## src/hw/rtl/hmmb_div.sv

```systemverilog
`timescale 1ns / 1ps
`default_nettype none
// ----------------------------------------------------------------------------
// hmmb_div - restoring divider, one quotient bit per cycle
// Captures operands on start, runs DW steps, pulses done with the quotient.
// ----------------------------------------------------------------------------
module hmmb_div #(
  parameter int DW = 32,
  parameter int VW = 7
) (
  input  wire logic          clk_i,
  input  wire logic          rst_ni,
  input  wire logic          start_i,
  input  wire logic [DW-1:0] dividend_i,
  input  wire logic [VW-1:0] divisor_i,
  output      logic          busy_o,
  output      logic          done_o,
  output      logic [DW-1:0] quot_o
);
  localparam int CNTW = $clog2(DW + 1);

  logic [VW:0]     rem_q, rem_d;
  logic [DW-1:0]   quo_q, quo_d;
  logic [VW-1:0]   dvs_q, dvs_d;
  logic [CNTW-1:0] cnt_q, cnt_d;
  logic            busy_q, busy_d;
  logic            done_q, done_d;
  logic [VW:0]     trial;
  logic            ge;

  // one shift-subtract step
  always_comb begin
    trial  = {rem_q[VW-1:0], quo_q[DW-1]};
    ge     = trial >= {1'b0, dvs_q};
    rem_d  = rem_q;
    quo_d  = quo_q;
    dvs_d  = dvs_q;
    cnt_d  = cnt_q;
    busy_d = busy_q;
    done_d = 1'b0;
    if (start_i) begin
      rem_d  = '0;
      quo_d  = dividend_i;
      dvs_d  = divisor_i;
      cnt_d  = CNTW'(DW);
      busy_d = 1'b1;
    end else if (busy_q) begin
      rem_d = ge ? trial - {1'b0, dvs_q} : trial;
      quo_d = {quo_q[DW-2:0], ge};
      cnt_d = cnt_q - 1'b1;
      if (cnt_q == CNTW'(1)) begin
        busy_d = 1'b0;
        done_d = 1'b1;
      end
    end
  end

  always_ff @(posedge clk_i or negedge rst_ni) begin
    if (!rst_ni) begin
      cnt_q  <= '0;
      busy_q <= 1'b0;
      done_q <= 1'b0;
    end else begin
      cnt_q  <= cnt_d;
      busy_q <= busy_d;
      done_q <= done_d;
    end
  end

  // datapath, no reset
  always_ff @(posedge clk_i) begin
    rem_q <= rem_d;
    quo_q <= quo_d;
    dvs_q <= dvs_d;
  end

  assign busy_o = busy_q;
  assign done_o = done_q;
  assign quot_o = quo_q;

endmodule
`default_nettype wire

```

## config.mk

```make
export PLATFORM = sky130hd
export DESIGN_NAME = hmmb_div
export DESIGN_NICKNAME = d
export VERILOG_FILES = /design/src/hw/rtl/hmmb_div.sv
export SDC_FILE = /design/constraint.sdc
export NUM_CORES = 1
export LEC_CHECK = 0
export ABC_AREA = 1
export ABC_CLOCK_PERIOD_IN_PS = 2300
export BUFFER_PORTS_ARGS = -buffer_cell sky130_fd_sc_hd__buf_2
export CORE_AREA = 4 4 77 79
export CTS_CLUSTER_SIZE = 16
export DETAILED_ROUTE_END_ITERATION = 12
export DIE_AREA = 0 0 81 83
export GPL_ROUTABILITY_DRIVEN = 0
export PLACE_DENSITY = 0.79
export RECOVER_POWER = 50
export SLEW_MARGIN = 0
export SYNTH_ARGS = -nofsm -noshare
export SYNTH_HDL_FRONTEND = slang
export SYNTH_SLANG_ARGS = --single-unit
```

## constraint.sdc

```tcl
create_clock -name clk_i -period 2.3 [get_ports clk_i]
set_input_delay 0.46 -clock clk_i [delete_from_list [all_inputs] [get_ports clk_i]]
set_output_delay 0.46 -clock clk_i [all_outputs]
set_load 0.005 [all_outputs]
```

==> results by stage <==
Global route:
- The number of antenna violations at the first check in global routing is 0.
- The overall track demand over capacity in global routing is 17.3%.
- The maximum number of pins on one net before global-route repair is 39.
- The global route total overflow is 0.
- The first global-routing pass estimated 9320 um of wire.
- The number of global-route vias before repair is 2084.

CTS:
- After clock tree synthesis, the repair step resized 0 gates.
- The maximum clock insertion buffer count is 2.
- TritonCTS built the clock tree.
- The clock transition at the register clock pins on the worst setup and hold paths after CTS is 0.09 ns.
- The number of sinks handled by clock tree synthesis is 54.
- After clock tree synthesis, the flow added hold-fix buffers numbering 1.
- The number of levels the H-tree was split into is 2.
- The cell sitting at the root of the clock tree is a sky130_fd_sc_hd__clkbuf_8.
- The number of setup buffers added after CTS is 0.
- The later pin in the worst-skew pair is clocked with a latency of 0.30 ns.
- The clock buffer count from CTS is 5.

Yosys:
- The gate count after technology mapping is 300.
- The main flop type after synthesis is sky130_fd_sc_hd__edfxtp_1.
- The async set or reset register ratio after synthesis is 14.8%.
- Counting distinct cell types in the post-synthesis netlist gives 29.
- Summing the sequential cell areas from Yosys gives 56.8% of the chip area.
- Counting flops with a built-in enable in the synthesized netlist gives 39.
- The synthesized net count is 352.
- In this run, synthesis produced a sequential element count of 54.
- During synthesis, Yosys emitted a total of 0 warnings.
- The mean instance size in the synthesized netlist is 8.86 um^2.
- The mapped netlist covers 0.00266 mm^2.

Place:
- The number of buffers added on ports is 75.
- The HPWL after detailed placement is 4130 um.
- The pre-CTS setup slack is 0.473 ns.

Finish:
- The post-route netlist has 23.2% of its cells at a drive strength greater than 1.
- After the last flow step, the layout net total stands at 430.
- The filler cell count is 502.
- The number of antenna diodes in the final layout is 0.
- The area growth from synthesis to layout is 21.1%.

Hold path:
- The path class of the tightest hold or removal check is primary input to flip-flop.
- The number of cells traversed by the worst hold path is 1.

Drt:
- The final routed DRC violation total is 0.
- Using the TritonRoute via totals, the vias-per-cell ratio works out to 4.96.
- The starting DRC count in detailed routing is 173.
- The detailed router placed 2237 vias in this run.
- The routed wire length per instance is 12.3 um.
- The number of antenna-violating nets in the routed design is 0.
- Before antenna repair, the detailed router went through 4 iterations.
- For this block, the routed nets add up to 5570 um of wire.

Worst setup path:
- The count of buffering cells on the critical path with inverters included is 2.
- The startpoint-to-endpoint class of the critical path is flip-flop to flip-flop.
- The arrival time at the worst endpoint is 2.05 ns.
- The peak per-stage delay on the critical path is 0.40 ns.
- The master of the slowest instance on the critical path is sky130_fd_sc_hd__fa_1.
- Grouping stages by cell kind, the critical path spends the most delay in simple AND/OR/NAND/NOR gates.
- The maximum fanout encountered on the critical timing path is 7.
- The path depth of the worst reg2reg path is 11.
- The worst endpoint required time is 2.50 ns.
- The signal on the critical path passes through inv_1, ha_1, fa_1, inv_1, nand3_1, nand2_1, nand2_1, nand3_4, nand3_1, nand3_1, nand2_1.
- The critical path runs through a total of 11 cells.
- The worst setup path is captured at a flip-flop.
- The sort of element at the start of the critical path is a flip-flop.

Power and ir drop:
- The worst vdd rail ir drop is 500 uV.
- The cell leakage power is 1.67 nW.
- After layout, the design draws a total of 2.94 mW.
- The ratio of total power to cell area is 914 mW/mm^2.

Status:
- The run finished with clean final reports.

Die:
- The die is 83 um tall.
- The die area is 0.00672 mm^2.
- The cell row count is 27.
- The die is 81 um wide.
- For this configuration, the core starts out at a cell density of 49.8%.
- The placeable core region is 0.00534 mm^2.
- The I/O pin count is 76.

Timing:
- Between clock sinks in the finished design, the worst skew comes to 0.00539 ns.
- The part of the cycle the worst path needs is 80.6%.
- The time the final worst path needs with I/O delays and setup is 1.85 ns.
- Setup total negative slack on the finished layout was measured at 0 ns.
- At the pin with the least slew margin, the transition time is 1.10 ns.
- Measured against its own limit, the worst slew margin works out to 26.8%.
- After layout, the worst setup slack is 0.447 ns.
- The final number of max-transition violations was 0.
- The total count of hold-check failures in the final report was 0.
- Setup repair after global routing left no endpoint under its margin.
- The upper clock frequency limit is 540 MHz.
- The tightest hold path in the finished design has a slack of 0.329 ns.
- Setup violations remaining at the end of the flow were counted as 0.

Run:
- The count of maximum capacitance violations is 0.
final timing paths:
kind	from	end	slack, ns
hold reg to reg	rem_q[6]	rem_q[6]	0.47
setup reg to reg	quot_o[31]	rem_q[6]	0.45
min in group asynchronous	rst_ni	cnt_q[4]	0.59
hold / removal	divisor_i[1]	dvs_q[1]	0.33
max in group asynchronous	rst_ni	done_o	1.42
setup / recovery	quot_o[31]	rem_q[6]	0.45
layout make-up:
cell class              count  area (um^2)  share of cell area [%]
repair buffers             79          398                    12.4
clock inverters             3         40.0                    1.24
well taps                  72         90.1                    2.80
flip-flops and latches     54         1510                    46.9
clock buffers               5         68.8                    2.14
inverters                  33          124                    3.85
multi-input cells         205          988                    30.7
cell families (layout without fill, tap and decap cells):
group           after synthesis  after routing  synth area share, %
simple gates                181            181                 28.6
flops                        54             54                 56.8
xor+xnor                      2              2                0.659
fa+ha+maj                    10             10                 4.99
buf+inv                      41            120                 5.98
compound gates               12             12                 2.92
placed cells by master, fill, tap and decap left out, drive strengths merged:
| cell | n |
|---|---|
| o21ai | 5 |
| dfrtp | 8 |
| nand4 | 3 |
| a31oi | 1 |
| ha | 9 |
| nor3 | 3 |
| clkinv | 2 |
| clkbuf | 12 |
| nand2 | 141 |
| inv | 33 |
| bufinv | 1 |
| buf | 71 |
| nand3 | 21 |
| or2 | 1 |
| o22ai | 1 |
| xnor2 | 1 |
| a21oi | 5 |
| dfxtp | 7 |
| dlygate4sd3 | 1 |
| nor4 | 1 |
| nand3b | 4 |
| nor2 | 7 |
| fa | 1 |
| edfxtp | 39 |
| xor2 | 1 |
synth_stat cells (4+ instances only):
cell type	count	area, um^2
sky130_fd_sc_hd__ha_1	9	113
sky130_fd_sc_hd__nand2_1	141	529
sky130_fd_sc_hd__nand3_1	20	100
sky130_fd_sc_hd__edfxtp_1	39	1170
sky130_fd_sc_hd__dfxtp_1	7	140
sky130_fd_sc_hd__dfrtp_1	8	200
sky130_fd_sc_hd__inv_1	30	113
sky130_fd_sc_hd__buf_2	4	20.0
sky130_fd_sc_hd__nand3b_1	4	30.0
sky130_fd_sc_hd__nor2_1	5	18.8
sky130_fd_sc_hd__a21oi_1	4	20.0
where the power goes:
group          internal (mW)  switching (mW)
Combinational          0.402           0.582
Clock                  0.321           0.300
Sequential              1.22           0.116
Total                   1.95           0.998
state kept, by name (all words and copies together), names as in the netlist:
signal / count
done_o: 1
busy_o: 1
dvs_q: 7
rem_q: 7
quot_o: 32
cnt_q: 6
per-layer routing:
| layer | up-vias | wire length, um | GRT usage (%) |
|---|---|---|---|
| met3 | 8 | 465 | 4.23 |
| li1 | 1121 | - | - |
| met2 | 88 | 2630 | 27.1 |
| met1 | 1020 | 2400 | 23.8 |
| met5 | - | 0 | 0 |
| met4 | 0 | 76 | 4.76 |
stage by stage:
step | std cells | area, um^2 | utilization [%]
final | 451 | 3220 | 60.3
after global routing | 451 | 3220 | 60.3
after CTS | 451 | 3230 | 60.5
after detailed placement | 442 | 3110 | 58.3
after global placement | 442 | 3110 | 58.3
after floorplan | 300 | 2660 | -
Note: power is estimated with default switching activity, not from simulation.
