==> src/hw/rtl/hmmb_pkg.sv <==
`timescale 1ns / 1ps
`default_nettype none
// ----------------------------------------------------------------------------
// hmmb_pkg - shared types and constants of the min/max histogram block
// Beat payloads, cell chain control, register codes and sequencer states.
// ----------------------------------------------------------------------------
package hmmb_pkg;

  // default sizing
  localparam int HMMB_MAX_SAMPLES = 1024;
  localparam int HMMB_MAX_BINS    = 64;

  // configuration register file
  localparam int              CFG_W           = 7;
  localparam logic [CFG_W-1:0] BIN_COUNT_RESET = 7'd16;
  localparam int              BIN_VALUE_MAX   = 2047;

  typedef enum logic [0:0] {
    CFG_BIN_COUNT = 1'b0,
    CFG_CUM_MODE  = 1'b1
  } cfg_reg_e;

  // input beat
  typedef struct packed {
    logic signed [31:0] sample;
    logic               last_sample;
  } in_t;

  // result beat
  typedef struct packed {
    logic [5:0]         bin_index;
    logic signed [31:0] bin_center;
    logic [30:0]        half_width;
    logic [10:0]        bin_value;
    logic [16:0]        cdf_fraction;
    logic               last_bin;
  } out_t;

  // sample moving down the cell chain
  typedef struct packed {
    logic               valid;
    logic               placed;
    logic signed [31:0] sample;
  } pass_t;

  // broadcast control for all cells
  typedef struct packed {
    logic             clear;
    logic             edge_load;
    logic             shift;
    logic             cum;
    logic [CFG_W-1:0] nb;
    logic [31:0]      width;
  } ctrl_t;

  // pass sequencer
  typedef enum logic [3:0] {
    ST_LOAD,
    ST_RANGE_GO,
    ST_RANGE_WAIT,
    ST_SETUP,
    ST_FEED,
    ST_DRAIN,
    ST_FRAC_GO,
    ST_FRAC_WAIT,
    ST_EMIT
  } state_e;

endpackage
`default_nettype wire

==> src/hw/rtl/hmmb_cell.sv <==
`timescale 1ns / 1ps
`default_nettype none
// ----------------------------------------------------------------------------
// hmmb_cell - one bin of the histogram chain
// Holds the bin's upper edge and count, tests each passing sample and
// hands it on; the count line shifts toward cell 0 for readout.
// ----------------------------------------------------------------------------
module hmmb_cell #(
  parameter int IDX = 0,
  parameter int CW  = 11
) (
  input  wire logic               clk_i,
  input  wire logic               rst_ni,
  input  wire hmmb_pkg::ctrl_t    ctrl_i,
  input  wire hmmb_pkg::pass_t    pass_i,
  output      hmmb_pkg::pass_t    pass_o,
  input  wire logic signed [32:0] edge_i,
  output      logic signed [32:0] edge_o,
  input  wire logic [CW-1:0]      cnt_i,
  output      logic [CW-1:0]      cnt_o
);
  import hmmb_pkg::*;

  localparam logic [CFG_W-1:0] IdxC = CFG_W'(IDX);

  pass_t              pass_q, pass_d;
  logic signed [32:0] edge_q, edge_d;
  logic [CW-1:0]      cnt_q, cnt_d;
  logic               active;
  logic               is_last;
  logic               hit;
  logic               inc;

  // bin membership test against the upper edge
  always_comb begin
    active  = IdxC < ctrl_i.nb;
    is_last = ctrl_i.nb == (IdxC + 1'b1);
    hit     = pass_i.valid && active && !is_last &&
              ($signed({pass_i.sample[31], pass_i.sample}) < edge_q);
    // last bin takes what no earlier bin took, or everything when cumulative
    if (is_last) begin
      inc = pass_i.valid && (ctrl_i.cum || !pass_i.placed);
    end else begin
      inc = hit && (ctrl_i.cum || !pass_i.placed);
    end
    pass_d        = pass_i;
    pass_d.placed = pass_i.placed | hit;
  end

  // edge and count update
  always_comb begin
    edge_d = edge_q;
    cnt_d  = cnt_q;
    if (ctrl_i.edge_load) begin
      edge_d = edge_i + $signed({1'b0, ctrl_i.width});
    end
    if (ctrl_i.clear) begin
      cnt_d = '0;
    end else if (ctrl_i.shift) begin
      cnt_d = cnt_i;
    end else if (inc) begin
      cnt_d = cnt_q + 1'b1;
    end
  end

  always_ff @(posedge clk_i or negedge rst_ni) begin
    if (!rst_ni) begin
      pass_q <= '0;
      cnt_q  <= '0;
    end else begin
      pass_q <= pass_d;
      cnt_q  <= cnt_d;
    end
  end

  always_ff @(posedge clk_i) begin
    edge_q <= edge_d;
  end

  assign pass_o = pass_q;
  assign edge_o = edge_q;
  assign cnt_o  = cnt_q;

endmodule
`default_nettype wire

==> config.mk <==
export PLATFORM = sky130hd
export DESIGN_NAME = hmmb_cell
export DESIGN_NICKNAME = d
export VERILOG_FILES = /design/src/hw/rtl/hmmb_pkg.sv /design/src/hw/rtl/hmmb_cell.sv
export SDC_FILE = /design/constraint.sdc
export NUM_CORES = 1
export LEC_CHECK = 0
export ABC_AREA = 1
export BUFFER_PORTS_ARGS = -buffer_cell sky130_fd_sc_hd__buf_4
export CAP_MARGIN = 20
export CORE_ASPECT_RATIO = 0.9
export CORE_UTILIZATION = 45
export DETAILED_ROUTE_END_ITERATION = 16
export PLACE_DENSITY = 0.86
export SLEW_MARGIN = 5
export SYNTH_ARGS = -nofsm -noshare
export SYNTH_HDL_FRONTEND = slang
export SYNTH_SLANG_ARGS = --single-unit
export TNS_END_PERCENT = 10
==> constraint.sdc <==
create_clock -name clk_i -period 1.87 [get_ports clk_i]
set_input_delay 0.187 -clock clk_i [delete_from_list [all_inputs] [get_ports clk_i]]
set_output_delay 0.187 -clock clk_i [all_outputs]
set_load 0.01 [all_outputs]
==> impl_metrics.env <==
export IMPL_status="finished, violations left"
export IMPL_violations="negative setup slack"
export IMPL_power_density_nw_per_um2=782
export IMPL_whs_ps=38.1
export IMPL_dpl_instance_area_um2=7850
export IMPL_yosys_warnings=0
export IMPL_antenna_cells=0
export IMPL_required_ps=2110
export IMPL_syn_area_per_cell_um2=8.28
export IMPL_die_h_um=105
export IMPL_final_util_pct=78.0
export IMPL_arrival_ps=2530
export IMPL_fillers=690
export IMPL_clkSinkCount=78
export IMPL_yosysTopAreaCell="dfrtp_1"
export IMPL_synth_cell_types=31
export IMPL_tightest_slew_ps=569
export IMPL_yosys_most_used_dff="dfrtp_1"
export IMPL_synth_most_common_cell="nand2_1"
export IMPL_final_nets=1188
export IMPL_critical_path_class="register to register"
export IMPL_io_buffers=200
export IMPL_ios=201
export IMPL_end_kind="register"
export IMPL_fin_ws_ps=-420
export IMPL_seqPwrFrac_pct=31.1
export IMPL_startpoint_type="register"
export IMPL_slew_headroom_pct=62.1
export IMPL_drtPass1Iterations=5
export IMPL_clk_path_buf_depth=2
export IMPL_fin_area_um2=8950
export IMPL_netlist_area_um2=5340
export IMPL_netSwitchingPower_mw=2.33
export IMPL_detail_route_antenna_nets=0
export IMPL_synth_edf_count=33
export IMPL_htreeDepth=3
export IMPL_die_area_um2=12300
export IMPL_cap_viol_max_count=0
export IMPL_die_w_um=117
export IMPL_syn_nets=834
export IMPL_grt_pass1_wl_um=30700
export IMPL_track_usage_pct=33.3
export IMPL_netlist_instances=645
export IMPL_ys_seq_area_share_pct=39.6
export IMPL_dp_hpwl_um=12900
export IMPL_drive_above_1_share_pct=43.1
export IMPL_pwr_share_comb_pct=39.8
export IMPL_leakagePower_nw=4.57
export IMPL_routed_wl_um=22200
export IMPL_netlist_top_cells_count="nand2_1 (138), inv_1 (90), nor2_1 (68), ha_1 (65), a21oi_1 (47)"
export IMPL_timing_final_crit_period_ps=2290
export IMPL_setup_violations=16
export IMPL_multi_input_area_um2=3260
export IMPL_routedWlPerCell_um=19.1
export IMPL_synth_top_area_share_pct=21.1
export IMPL_clkTransAtPathRegs_ps=70
export IMPL_initialDrtViolationCount=564
export IMPL_gp_congestion=0.902
export IMPL_p_int_mw=4.67
export IMPL_grt_overflow_total=0
export IMPL_sw_frac_of_total_pct=33.3
export IMPL_yosys_top_cells_area="dfrtp_1 (21%), edfxtp_1 (19%), ha_1 (15%)"
export IMPL_hold_path_class="input port to register"
export IMPL_clk_insertion_delay_late_ps=360
export IMPL_hold_viol=0
export IMPL_area_growth_pct=67.6
export IMPL_cts_root_buf="clkbuf_16"
export IMPL_seq_area_um2=2120
export IMPL_max_freq_mhz=437
export IMPL_grt_max_degree=46
export IMPL_dp_slack_ps=-312
export IMPL_cp_max_fo=11
export IMPL_num_vias=6367
export IMPL_grt_pass1_vias=6130
export IMPL_core_area_um2=11500
export IMPL_row_count=37
export IMPL_async_flop_share_pct=57.7
export IMPL_drc=0
export IMPL_finalClockSkew_ps=16.6
export IMPL_fin_crit_sh_pct=122
export IMPL_grt_setup_unrepaired="yes"
export IMPL_synth_seq_cells=78
export IMPL_antenna_found_initial=0
export IMPL_power_frac_clock_pct=29.1
export IMPL_cts_tree="built"
export IMPL_vias_per_cell=5.49
export IMPL_cts_buffers=9
export IMPL_slew_viol_final=0
export IMPL_initial_core_util_pct=46.5
export IMPL_vdd_drop_max_mv=0.590
path summary, 6_finish.rpt:
check	from	endpoint	slack, ps	depth (start not counted)
max	edge_o[8]$_DFFE_PP_	cnt_o[8]$_DFFE_PN0P_	-420	19
min	pass_i[14]	pass_o[14]$_DFF_PN0_	40	2
max reg2reg	edge_o[8]$_DFFE_PP_	cnt_o[8]$_DFFE_PN0P_	-420	19
min reg2reg	cnt_o[5]$_DFFE_PN0P_	cnt_o[5]$_DFFE_PN0P_	580	2
max in group asynchronous	rst_ni	pass_o[22]$_DFF_PN0_	1100	2
min in group asynchronous	rst_ni	pass_o[10]$_DFF_PN0_	370	2
power groups by stage:
stage          clock network (mW)  logic, mW  registers (mW)
3_5_place_dp                    0       2.18            2.17
3_3_place_gp                    0       2.09            2.16
6_report                     2.04       2.79            2.18
4_1_cts                      1.96       2.38            2.15
2_1_floorplan                   0      0.903            2.25
5_1_grt                      2.10       2.96            2.19
flip-flops by register name (all words and copies together) (netlist names):
signal,cells
cnt_o,11
edge_o,33
pass_o,34
routing by layer:
metal / GRT usage [%] / wire length, µm / vias to the layer above
met2: 57.0 / 10700 / 478
li1: - / - / 2829
met1: 37.2 / 7770 / 2895
met4: 23.4 / 1790 / 0
met3: 5.52 / 1950 / 165
met5: 0 / 0 / -
layout make-up:
cell class | count | share of cell area, %
clock inverter | 3 | 0.727
clock buffer | 13 | 3.03
sequential | 78 | 23.7
tap | 156 | 2.18
multi-input combinational | 471 | 36.4
inverter | 90 | 3.77
timing repair buffer | 349 | 30.2
cells in the final DEF, fill, tap and decap left out, drive strengths merged:
cell and n:
a211oi 4, a21boi 1, a21o 8, a21oi 47, a31oi 3, buf 321, bufinv 2, clkbuf 13
clkinv 1, dfrtp 45, dlygate4sd3 28, edfxtp 33, fa 1, ha 65, inv 90, nand2 151
nand3 31, nand4 4, nor2 70, nor3 7, nor4 4, o211ai 1, o21a 2, o21ai 28
o21bai 2, o221ai 1, or2 1, xnor2 10, xor2 30
per-stage QoR:
| step | setup TNS [ps] | instances | power [mW] |
|---|---|---|---|
| final | -4980 | 1160 | 7.00 |
| after global routing | -6660 | 1160 | 7.25 |
| after CTS | -2160 | 1153 | 6.49 |
| after detailed placement | -6210 | 1104 | 4.35 |
| after global placement | -3840 | 1104 | 4.25 |
| after floorplan | -213 | 645 | 3.15 |
critical path: stages, from the launching register on:
cell and delay [ps]:
edfxtp_1 390, inv_2 80, ha_4 280, nand2_2 80, nor2_4 150, buf_4 120, nand2_1 80, nand2_1 110
nand2_1 80, nand2_2 90, nand2_2 80, nand2_1 70, nand2_1 60, nand3_2 70, nand2_2 50, nand2_2 70
nand2_2 60, buf_12 150, nand2_2 50, nand2_2 40
kinds of logic after synthesis:
| group | after synthesis | synth area share [%] |
|---|---|---|
| AOI/OAI and AO/OA | 97 | 10.2 |
| and+or+nand+nor | 268 | 21.0 |
| buffers and inverters | 96 | 6.96 |
| xor gates and xnor gates | 40 | 6.56 |
| DFF | 78 | 39.6 |
| adders and majority gates | 66 | 15.6 |
timing repair:
action / in CTS / in global routing
resized for setup: 36 / 51
endpoints found under the setup margin: 12 / 23
buffers inserted: 5 / 7
pin swaps: 10 / 14
hold buffers: 28 / 0
endpoints found under the hold margin: 72 / 0
(Power assumes the default switching activity.)
